File: config.mk
export PLATFORM = sky130hd
export DESIGN_NAME = pwlcm_chaotic_step_top
export DESIGN_NICKNAME = d
export VERILOG_FILES = /design/src/sv/pwlcm_pkg.sv /design/src/sv/pwlcm_dp.sv /design/src/sv/pwlcm_ctrl.sv /design/src/sv/pwlcm_chaotic_step_top.sv
export VERILOG_INCLUDE_DIRS = /design/src /design/src/sv
export SDC_FILE = /design/constraint.sdc
export NUM_CORES = 1
export LEC_CHECK = 0
export ABC_AREA = 1
export ABC_CLOCK_PERIOD_IN_PS = 7040
export BUFFER_PORTS_ARGS = -buffer_cell sky130_fd_sc_hd__buf_2
export CORE_MARGIN = 2
export CORE_UTILIZATION = 25
export DETAILED_ROUTE_END_ITERATION = 8
export PLACE_DENSITY = 0.48
export SLEW_MARGIN = 20
export SYNTH_ARGS = -nofsm -noshare
export SYNTH_HDL_FRONTEND = slang
export SYNTH_HIERARCHICAL = 1
export SYNTH_SLANG_ARGS = --single-unit
export TNS_END_PERCENT = 10
File: constraint.sdc
create_clock -name clk -period 7.04 [get_ports clk]
set_input_delay 1.408 -clock clk [delete_from_list [all_inputs] [get_ports clk]]
set_output_delay 1.408 -clock clk [all_outputs]
set_load 0.02 [all_outputs]
File: src/sv/pwlcm_chaotic_step_top_defines.svh
`ifndef PWLCM_CHAOTIC_STEP_TOP_DEFINES_SVH
`define PWLCM_CHAOTIC_STEP_TOP_DEFINES_SVH

// implication checked on every clock edge outside reset
`define PWLCM_ASSERT_IMP(lbl, ante, cons, msg) \
  lbl: assert property (@(posedge clk) disable iff (!rst_n) (ante) |-> (cons)) else $error(msg);

// consequence checked at the clock after the antecedent
`define PWLCM_ASSERT_NXT(lbl, ante, cons, msg) \
  lbl: assert property (@(posedge clk) disable iff (!rst_n) (ante) |=> (cons)) else $error(msg);

`endif

File: src/sv/pwlcm_pkg.sv
package pwlcm_pkg;

  localparam logic REG_MAP_PARAMETER = 1'b0;
  localparam logic REG_SEED_VALUE    = 1'b1;

  localparam logic [31:0] PAR_RESET  = 32'd15176;
  localparam logic [31:0] SEED_RESET = 32'd8090;

  typedef struct packed {
    logic start;
    logic step;
    logic state_wr;
    logic out_load;
    logic out_src_state;
  } pwlcm_cmd_t;

  typedef struct packed {
    logic div_last;
  } pwlcm_status_t;

endpackage

File: src/sv/pwlcm_dp.sv
`include "pwlcm_chaotic_step_top_defines.svh"

module pwlcm_dp #(
  parameter int FRAC_BITS = 16
) (
  input  logic                     clk,
  input  logic                     rst_n,
  input  logic                     cfg_we,
  input  logic                     cfg_index,
  input  logic [FRAC_BITS:0]       cfg_wdata,
  input  logic                     in_restart,
  input  pwlcm_pkg::pwlcm_cmd_t    cmd,
  output pwlcm_pkg::pwlcm_status_t status,
  output logic [FRAC_BITS:0]       out_next_value
);

  localparam int CNT_W = $clog2(FRAC_BITS + 1);
  localparam logic [FRAC_BITS:0]   ONE_VAL  = {1'b1, {FRAC_BITS{1'b0}}};
  localparam logic [FRAC_BITS-1:0] HALF_VAL = {1'b1, {(FRAC_BITS-1){1'b0}}};

  logic [FRAC_BITS-2:0] par_r;
  logic [FRAC_BITS:0]   seed_r;
  logic [FRAC_BITS:0]   state_r;
  logic [FRAC_BITS:0]   rem_r, rem_nxt;
  logic [FRAC_BITS-1:0] dvs_r;
  logic [FRAC_BITS:0]   quo_r, quo_nxt;
  logic [CNT_W-1:0]     cnt_r;
  logic [FRAC_BITS:0]   out_r;

  logic [FRAC_BITS:0]   src_val, sat_val, fold_full;
  logic [FRAC_BITS-1:0] fold_val, par_ext, num_a, den_d;
  logic                 below_par;
  logic [FRAC_BITS:0]   dvs_ext, rem_diff, rem_keep;
  logic                 rem_ge;

  // fold and branch select
  always_comb begin
    src_val   = in_restart ? seed_r : state_r;
    sat_val   = (src_val > ONE_VAL) ? ONE_VAL : src_val;
    fold_full = (sat_val >= {1'b0, HALF_VAL}) ? (ONE_VAL - sat_val) : sat_val;
    fold_val  = fold_full[FRAC_BITS-1:0];
    par_ext   = {1'b0, par_r};
    below_par = fold_val < par_ext;
    num_a     = below_par ? fold_val : (fold_val - par_ext);
    den_d     = below_par ? par_ext : (HALF_VAL - par_ext);
  end

  // restoring division step
  always_comb begin
    dvs_ext  = {1'b0, dvs_r};
    rem_ge   = rem_r >= dvs_ext;
    rem_diff = rem_r - dvs_ext;
    rem_keep = rem_ge ? rem_diff : rem_r;
    rem_nxt  = {rem_keep[FRAC_BITS-1:0], 1'b0};
    quo_nxt  = {quo_r[FRAC_BITS-1:0], rem_ge};
  end

  assign status.div_last = (cnt_r == '0);
  assign out_next_value  = out_r;

  always_ff @(posedge clk) begin
    if (!rst_n) begin
      par_r   <= pwlcm_pkg::PAR_RESET[FRAC_BITS-2:0];
      seed_r  <= pwlcm_pkg::SEED_RESET[FRAC_BITS:0];
      state_r <= pwlcm_pkg::SEED_RESET[FRAC_BITS:0];
    end else begin
      if (cfg_we && (cfg_index == pwlcm_pkg::REG_MAP_PARAMETER)) begin
        par_r <= cfg_wdata[FRAC_BITS-2:0];
      end
      if (cfg_we && (cfg_index == pwlcm_pkg::REG_SEED_VALUE)) begin
        seed_r <= cfg_wdata;
      end
      if (cmd.state_wr) begin
        state_r <= quo_nxt;
      end
    end
  end

  always_ff @(posedge clk) begin
    if (cmd.start) begin
      rem_r <= {1'b0, num_a};
      dvs_r <= den_d;
      quo_r <= '0;
      cnt_r <= CNT_W'(FRAC_BITS);
    end else if (cmd.step) begin
      rem_r <= rem_nxt;
      quo_r <= quo_nxt;
      cnt_r <= cnt_r - 1'b1;
    end
    if (cmd.out_load) begin
      out_r <= cmd.out_src_state ? state_r : quo_nxt;
    end
  end

  `PWLCM_ASSERT_IMP(a_rem_bound, cmd.step, rem_r < (dvs_ext << 1), "remainder out of range")
  `PWLCM_ASSERT_NXT(a_state_range, cmd.state_wr, state_r <= ONE_VAL, "state above one")
  `PWLCM_ASSERT_IMP(a_div_nonzero, cmd.step, dvs_r != '0, "zero divisor")

endmodule

File: src/sv/pwlcm_ctrl.sv
`include "pwlcm_chaotic_step_top_defines.svh"

module pwlcm_ctrl (
  input  logic                     clk,
  input  logic                     rst_n,
  input  logic                     in_valid,
  output logic                     in_stall,
  output logic                     out_valid,
  input  logic                     out_stall,
  input  pwlcm_pkg::pwlcm_status_t status,
  output pwlcm_pkg::pwlcm_cmd_t    cmd
);

  typedef enum logic [2:0] {
    S_IDLE = 3'b001,
    S_DIV  = 3'b010,
    S_HOLD = 3'b100
  } state_t;

  state_t state_r, state_nxt;
  logic   out_valid_r, out_valid_nxt;
  logic   out_free;

  assign out_free  = !out_valid_r || !out_stall;
  assign in_stall  = (state_r != S_IDLE);
  assign out_valid = out_valid_r;

  always_comb begin
    state_nxt = state_r;
    cmd       = '0;
    case (state_r)
      S_IDLE: begin
        if (in_valid) begin
          cmd.start = 1'b1;
          state_nxt = S_DIV;
        end
      end
      S_DIV: begin
        cmd.step = 1'b1;
        if (status.div_last) begin
          cmd.state_wr = 1'b1;
          if (out_free) begin
            cmd.out_load = 1'b1;
            state_nxt    = S_IDLE;
          end else begin
            state_nxt = S_HOLD;
          end
        end
      end
      S_HOLD: begin
        if (out_free) begin
          cmd.out_load      = 1'b1;
          cmd.out_src_state = 1'b1;
          state_nxt         = S_IDLE;
        end
      end
      default: begin
        state_nxt = S_IDLE;
      end
    endcase
  end

  always_comb begin
    if (cmd.out_load) begin
      out_valid_nxt = 1'b1;
    end else if (!out_stall) begin
      out_valid_nxt = 1'b0;
    end else begin
      out_valid_nxt = out_valid_r;
    end
  end

  always_ff @(posedge clk) begin
    if (!rst_n) begin
      state_r     <= S_IDLE;
      out_valid_r <= 1'b0;
    end else begin
      state_r     <= state_nxt;
      out_valid_r <= out_valid_nxt;
    end
  end

  `PWLCM_ASSERT_NXT(a_accept_div, in_valid && !in_stall, state_r == S_DIV, "accept did not start division")
  `PWLCM_ASSERT_IMP(a_valid_src, $rose(out_valid_r), $past(cmd.out_load), "result without load")
  `PWLCM_ASSERT_NXT(a_hold_full, (state_r == S_DIV) && status.div_last && !out_free, state_r == S_HOLD && out_valid_r, "finished result lost")

endmodule

File: src/sv/pwlcm_chaotic_step_top.sv
// Piecewise linear chaotic map stepper in unsigned fixed point with FRAC_BITS fraction
// bits. Each input transaction advances the trajectory by one step (restart first takes the
// value in the seed register) and returns one result transaction with the new value. On
// acceptance the state is folded and the division is set up, then a radix-2 restoring
// divider produces one quotient bit per cycle until it has FRAC_BITS + 1 of them. The
// result sits in an output register, so the next input transaction is taken while it
// waits; if the output is still stalled when the following result is done, the input
// stalls until it drains. Configuration writes take effect at the next clock edge; the
// user must make them only while the block is idle, as the block does not enforce it.
module pwlcm_chaotic_step_top #(
  parameter int FRAC_BITS = 16
) (
  input  logic               clk,
  input  logic               rst_n,
  input  logic               cfg_we,
  input  logic               cfg_index,
  input  logic [FRAC_BITS:0] cfg_wdata,
  input  logic               in_valid,
  output logic               in_stall,
  input  logic               in_restart,
  output logic               out_valid,
  input  logic               out_stall,
  output logic [FRAC_BITS:0] out_next_value
);

  pwlcm_pkg::pwlcm_cmd_t    cmd;
  pwlcm_pkg::pwlcm_status_t status;

  pwlcm_ctrl u_ctrl (
    .clk       (clk),
    .rst_n     (rst_n),
    .in_valid  (in_valid),
    .in_stall  (in_stall),
    .out_valid (out_valid),
    .out_stall (out_stall),
    .status    (status),
    .cmd       (cmd)
  );

  pwlcm_dp #(
    .FRAC_BITS (FRAC_BITS)
  ) u_dp (
    .clk            (clk),
    .rst_n          (rst_n),
    .cfg_we         (cfg_we),
    .cfg_index      (cfg_index),
    .cfg_wdata      (cfg_wdata),
    .in_restart     (in_restart),
    .cmd            (cmd),
    .status         (status),
    .out_next_value (out_next_value)
  );

endmodule

==> impl_metrics.ini, run 1 <==
[timing]
timing.fmax_mhz = 180.9
fin_skew_ps = 14.51
fin_crit_sh_pct = 78.53
tns_ps = 0
period_minus_slack_ps = 5529
rsz0062_at_grt = false
slew_headroom_pct = 31.43
hold_viol_final = 0
setup_viol = 0
slew_violations = 0
worst_pin_slew_ps = 1026

[floorplan]
rows = 63
coreArea_mm2 = 0.02948
die-width_um = 176.4
ios = 43
initial_core_util_pct = 25.20
design.die.area_mm2 = 0.03111
die_h_um = 176.4

[setup_path]
end_kind = flip-flop
arrival_ps = 5690
slowest_stage = ha_1
crit_path_frequent_cell = nand2_1
startpoint_type = input pin
worstSetupPathType = input pin to flip-flop
reg2reg_slack_ps = 2620
critPathRequiredTime_ps = 7200
crit_fanout = 34
cpPeakStageDelay_ps = 400

[synthesis]
synth_area_leaders = dfxtp_1 (20%), edfxtp_1 (20%), nand2_1 (13%), ha_1 (5.7%), inv_1 (5.6%)
syn-instance-count = 988
synth_flop_cell = dfxtp_1
syn_area_mm2 = 0.007430
ys_async_sr_fraction_pct = 0
ys_types = 45
synth-seq-area-share_pct = 40.01
synth-edff-count = 49
yosys-top-cells-count = nand2_1 (262), inv_1 (111), dfxtp_1 (75), o21ai_0 (75), nor2_1 (70)
yosys.area.top_type = dfxtp_1
syn-mean-instance-area_um2 = 7.520
ys_seq_elements = 124
yosys_warnings = 6
synth_most_common_cell = nand2_1
syn_nets = 1048
synth.top_cell.area_share_pct = 20.21

[job]
maxCapViolations = 0

[clocking]
path_clk_slew_ps = 60
cts.sinks = 124
clk_latency_ps = 430
cts_max_level = 4
cts_root_buf = clkbuf_16
post_cts_resized = 0
ctsHoldBuffers = 0
cts_tree = built
post-cts-setup-buffer-count = 0
cts.path.max_buffers = 2
cts_buffers = 17

[power_and_ir_drop]
p_switching_w = 0.001011
combPwrFrac_pct = 34.8
powerDensity_mw_per_mm2 = 318.0
vdd_drop_max_mv = 0.1794
p_seq_share_pct = 33.6
p_leak_nw = 3.778
p_int_w = 0.001700
clkPwrFrac_pct = 31.6
sw_frac_of_total_pct = 37.30

[run_status]
status = finished clean

[routing]
drc = 0
wirelength_mm = 19.64
vias = 6475
first_pass_iters = 5
drt-vias-per-instance = 4.557
antenna_left = 0
drt_iter0_markers = 446
wire_per_inst_um = 13.82

[placement]
gp_congestion = 0.8605
io_buffers = 42
dpl.hpwl_mm = 14.88
place_area_mm2 = 0.007951

[cells_and_area]
fillers = 3242
final_cell_area_mm2 = 0.008528
final-seq-area_mm2 = 0.002973
area_delta_synth_final_pct = 14.79
final_net_count = 1078
layout-drive-gt1-share_pct = 10.96
multi_input_area_mm2 = 0.003805
diodes = 0

[hold_path]
min_path_type = flip-flop to flip-flop

[grt]
gr-total-overflow = 0
grt_pass1_vias = 6048
gr-usage-all-layers_pct = 12.88
antenna_found_initial = 0
grt_pass1_wl_mm = 31.55
grt_max_degree = 53
[worst paths after layout]
kind              startpoint        endpoint  depth (start not counted)
min reg2reg   u_dp/rem_r[16]  u_dp/rem_r[16]                          2
min           u_dp/rem_r[16]  u_dp/rem_r[16]                          2
max               in_restart  u_dp/dvs_r[13]                         28
max reg2reg  u_dp/state_r[8]  u_dp/dvs_r[13]                         26
[placed cells by master, fill, tap and decap left out, types with 5 or more instances in the layout]
cell type and n:
clkbuf_16 17, o22ai_1 18, inv_1 111, edfxtp_1 49, nand2_1 262, a21oi_1 59, nand3_1 55, nor2_1 69
nor3_1 13, dfxtp_1 75, o211ai_1 23, xor2_1 25, nor2_2 6, nand2_2 12, xnor2_1 15, buf_2 42
o21ai_1 8, ha_1 34, o21ai_0 75, inv_6 5
[logic make-up after synthesis]
kind of cell	count (synthesis)	synth area share, %
AO/OA/AOI/OAI	200	15.54
XOR/XNOR	40	4.715
adder cells (fa/ha/maj)	36	6.265
buffers and inverters	153	8.808
flip-flops	124	40.01
AND/OR/NAND/NOR	435	24.65
[sequential cells by signal, indices dropped and copies added (netlist names)]
register             cells
u_ctrl/out_valid         1
u_ctrl/state_r           3
u_dp/cnt_r               5
u_dp/dvs_r              16
u_dp/out_next_value     17
u_dp/par_r              15
u_dp/quo_r              16
u_dp/rem_r              17
u_dp/seed_r             17
u_dp/state_r            17
[power groups by stage]
| stage | clock [W] | combinational, W | sequential, W |
|---|---|---|---|
| 2_1_floorplan | 0 | 0.000728 | 0.000919 |
| 3_3_place_gp | 0 | 0.000946 | 0.000926 |
| 3_5_place_dp | 0 | 0.000942 | 0.000926 |
| 4_1_cts | 0.000880 | 0.000949 | 0.000911 |
| 5_1_grt | 0.000907 | 0.00107 | 0.000921 |
| 6_report | 0.000857 | 0.000943 | 0.000911 |
[worst max-delay path, delay by kind of cell]
kind | cells | cell delay (ps)
AOI/OAI and AO/OA | 2 | 340
adders and majority gates | 2 | 620
buffers and inverters | 3 | 530
xor gates and xnor gates | 1 | 160
and+or+nand+nor | 20 | 2600
[through the flow]
step,utilization [%],instances,hold slack [ps],worst slack (ps),total power (W)
after global placement,26.97,1389,460.5,1244,0.001872
after floorplan,-,988,441.8,1947,0.001647
final,28.93,1421,470.8,1511,0.002712
after CTS,28.93,1421,472.3,1549,0.002740
after global routing,28.93,1421,490.9,909.0,0.002901
after detailed placement,26.97,1389,461.9,1108,0.001868
[layout make-up]
cell class / instances / share of cell area, %
multi-input cells: 711 / 44.62
flip-flops and latches: 124 / 34.86
well taps: 390 / 5.722
inverters: 118 / 5.223
clock buffers: 17 / 4.988
repair buffers: 46 / 2.817
clock inverters: 15 / 1.775
[routing by layer]
| metal | GRT usage (%) | vias up | share of wire [%] |
|---|---|---|---|
| met4 | 4.855 | 0 | 2.1 |
| met5 | 0 | - | 0 |
| met1 | 17.52 | 2965 | 49 |
| met3 | 2.153 | 25 | 3.6 |
| met2 | 20.44 | 142 | 45 |
| li1 | - | 3343 | - |
(Power assumes the default switching activity.)
==> run 2: changes to the inputs <==
--- a/config.mk
+++ b/config.mk
@@ -7,12 +7,12 @@
 export NUM_CORES = 1
 export LEC_CHECK = 0
 export ABC_AREA = 1
-export ABC_CLOCK_PERIOD_IN_PS = 7040
+export ABC_CLOCK_PERIOD_IN_PS = 4660
 export BUFFER_PORTS_ARGS = -buffer_cell sky130_fd_sc_hd__buf_2
 export CORE_MARGIN = 2
 export CORE_UTILIZATION = 25
 export DETAILED_ROUTE_END_ITERATION = 8
-export PLACE_DENSITY = 0.48
+export PLACE_DENSITY = 0.5
 export SLEW_MARGIN = 20
 export SYNTH_ARGS = -nofsm -noshare
 export SYNTH_HDL_FRONTEND = slang
==> constraint.sdc (replaced) <==
create_clock -name clk -period 4.66 [get_ports clk]
set_input_delay 0.932 -clock clk [delete_from_list [all_inputs] [get_ports clk]]
set_output_delay 0.932 -clock clk [all_outputs]
set_load 0.02 [all_outputs]
==> impl_metrics.ini, run 2 (synthesized netlist as in run 1, its figures left out) <==
[run_status]
status = finished clean

[routing]
wirelength_mm = 19.65
first_pass_iters = 5
vias = 6557
drt-vias-per-instance = 4.445
drc = 0
wire_per_inst_um = 13.32
antenna_left = 0
drt_iter0_markers = 369

[power_and_ir_drop]
p_leak_nw = 4.058
total_power_w = 0.004230
vdd_drop_max_mv = 0.2475
p_seq_share_pct = 32.6
powerDensity_mw_per_mm2 = 470.3
sw_frac_of_total_pct = 35.46
combPwrFrac_pct = 36.0
p_int_w = 0.002730
p_switching_w = 0.001500
clkPwrFrac_pct = 31.4

[floorplan]
initial_core_util_pct = 25.20
die-width_um = 176.4
coreArea_mm2 = 0.02948
die_h_um = 176.4
design.die.area_mm2 = 0.03111
ios = 43
rows = 63

[placement]
place_area_mm2 = 0.008394
io_buffers = 42
dp_slack_ps = 9.178
dpl.hpwl_mm = 15.25
gp_congestion = 0.8459

[timing]
tns_ps = 0
rsz0062_at_grt = false
slew_headroom_pct = 40.76
worst_pin_slew_ps = 888.5
fin_crit_sh_pct = 90.94
finalWorstSetupSlack_ps = 422.0
fin_skew_ps = 12.00
period_minus_slack_ps = 4238
slew_violations = 0
timing.fmax_mhz = 236.0
hold_viol_final = 0
setup_viol = 0

[grt]
gr-total-overflow = 0
antenna_found_initial = 0
grt_pass1_wl_mm = 32.24
gr-usage-all-layers_pct = 13.09
grt_pass1_vias = 6239
grt_max_degree = 53

[setup_path]
worstSetupPathType = input pin to flip-flop
arrival_ps = 4400
reg2reg_to = u_dp/rem_r[3]
worstSetupStartpoint = in_restart
end_kind = flip-flop
crit_buf_inv = 5
crit_fanout = 26
crit_path_frequent_cell = nand2_1
reg2reg_slack_ps = 840
r2r-start = u_dp/state_r[2]
crit_family = simple AND/OR/NAND/NOR gates
startpoint_type = input pin
cpPeakStageDelay_ps = 290
slowest_stage = ha_1
reg2reg_depth = 29
critPathRequiredTime_ps = 4820

[cells_and_area]
final_cell_mix = nand2_1 (262), inv_1 (111), dfxtp_1 (75), o21ai_0 (75), nor2_1 (69)
layout-drive-gt1-share_pct = 15.12
final_cell_area_mm2 = 0.008994
diodes = 0
final_net_count = 1132
final_common_cell = nand2_1
area_delta_synth_final_pct = 21.05

[hold_path]
min_path_type = flip-flop to flip-flop
hold_path_startpoint = u_dp/rem_r[16]
holdPathStages = 2
worstHoldEndpoint = u_dp/rem_r[16]

[clocking]
cts.sinks = 124
clk_latency_ps = 420
cts_buffers = 17
post-cts-setup-buffer-count = 0
cts_root_buf = clkbuf_16
cts.path.max_buffers = 2
post_cts_resized = 0
cts_max_level = 4
ctsHoldBuffers = 0
path_clk_slew_ps = 60
cts_tree = built

[job]
maxCapViolations = 0
## run 2: changes by cell type in the layout (fill, tap and decap cells not counted), moves of 2 or more
cell / previous run / this run
buf_4: 4 / 55
clkinv_4: 2 / 4
clkbuf_1: 0 / 3
inv_6: 5 / 2
inv_8: 3 / 0
buf_12: 0 / 3
## run 2: stage by stage
step | instances | utilization (%) | hold WS [ps]
final | 1475 | 30.51 | 475.9
after global routing | 1475 | 30.51 | 495.9
after CTS | 1475 | 30.49 | 476.3
after detailed placement | 1443 | 28.47 | 469.6
after global placement | 1443 | 28.47 | 460.8
after floorplan | 988 | - | 441.8
## run 2: worst min-delay path, delay by kind of cell (launching register included)
family,cells,cell delay (ps)
AND/OR/NAND/NOR,2,110
flip-flops,1,330
## run 2: layout make-up
cell class / count / area [um^2]
well taps: 390 / 488.0
inverters: 118 / 445.4
fillers: 3244 / 20490
clock inverters: 11 / 132.6
multi-input cells: 711 / 3810
flip-flops and latches: 124 / 2973
clock buffers: 21 / 461.7
repair buffers: 100 / 683.2
## run 2: layer usage
metal | share of wire [%] | vias up | track usage (%) | wire (um)
li1 | - | 3436 | - | -
met1 | 49 | 2983 | 17.51 | 9609
met2 | 46 | 117 | 21.09 | 9054
met3 | 3.1 | 21 | 2.283 | 615
met4 | 1.9 | 0 | 4.924 | 372
met5 | 0 | - | 0 | 0
## run 2: how the worst max path moves through the flow
stage / end / slack [ps] / depth (start not counted)
detailed placement: u_dp/rem_r[3] / 9 / 29
finish: u_dp/rem_r[3] / 420 / 32
floorplan: u_dp/dvs_r[11] / 40 / 33
CTS: u_dp/rem_r[3] / 450 / 29
global placement: u_dp/rem_r[3] / 20 / 29
global route: u_dp/rem_r[6] / 5 / 31
## run 2: power groups by stage
stage / clock (W) / combinational [W] / sequential (W)
final: 0.00133 / 0.00152 / 0.00138
after floorplan: 0 / 0.00110 / 0.00139
after global routing: 0.00141 / 0.00173 / 0.00139
after CTS: 0.00137 / 0.00153 / 0.00138
after detailed placement: 0 / 0.00152 / 0.00140
after global placement: 0 / 0.00152 / 0.00140
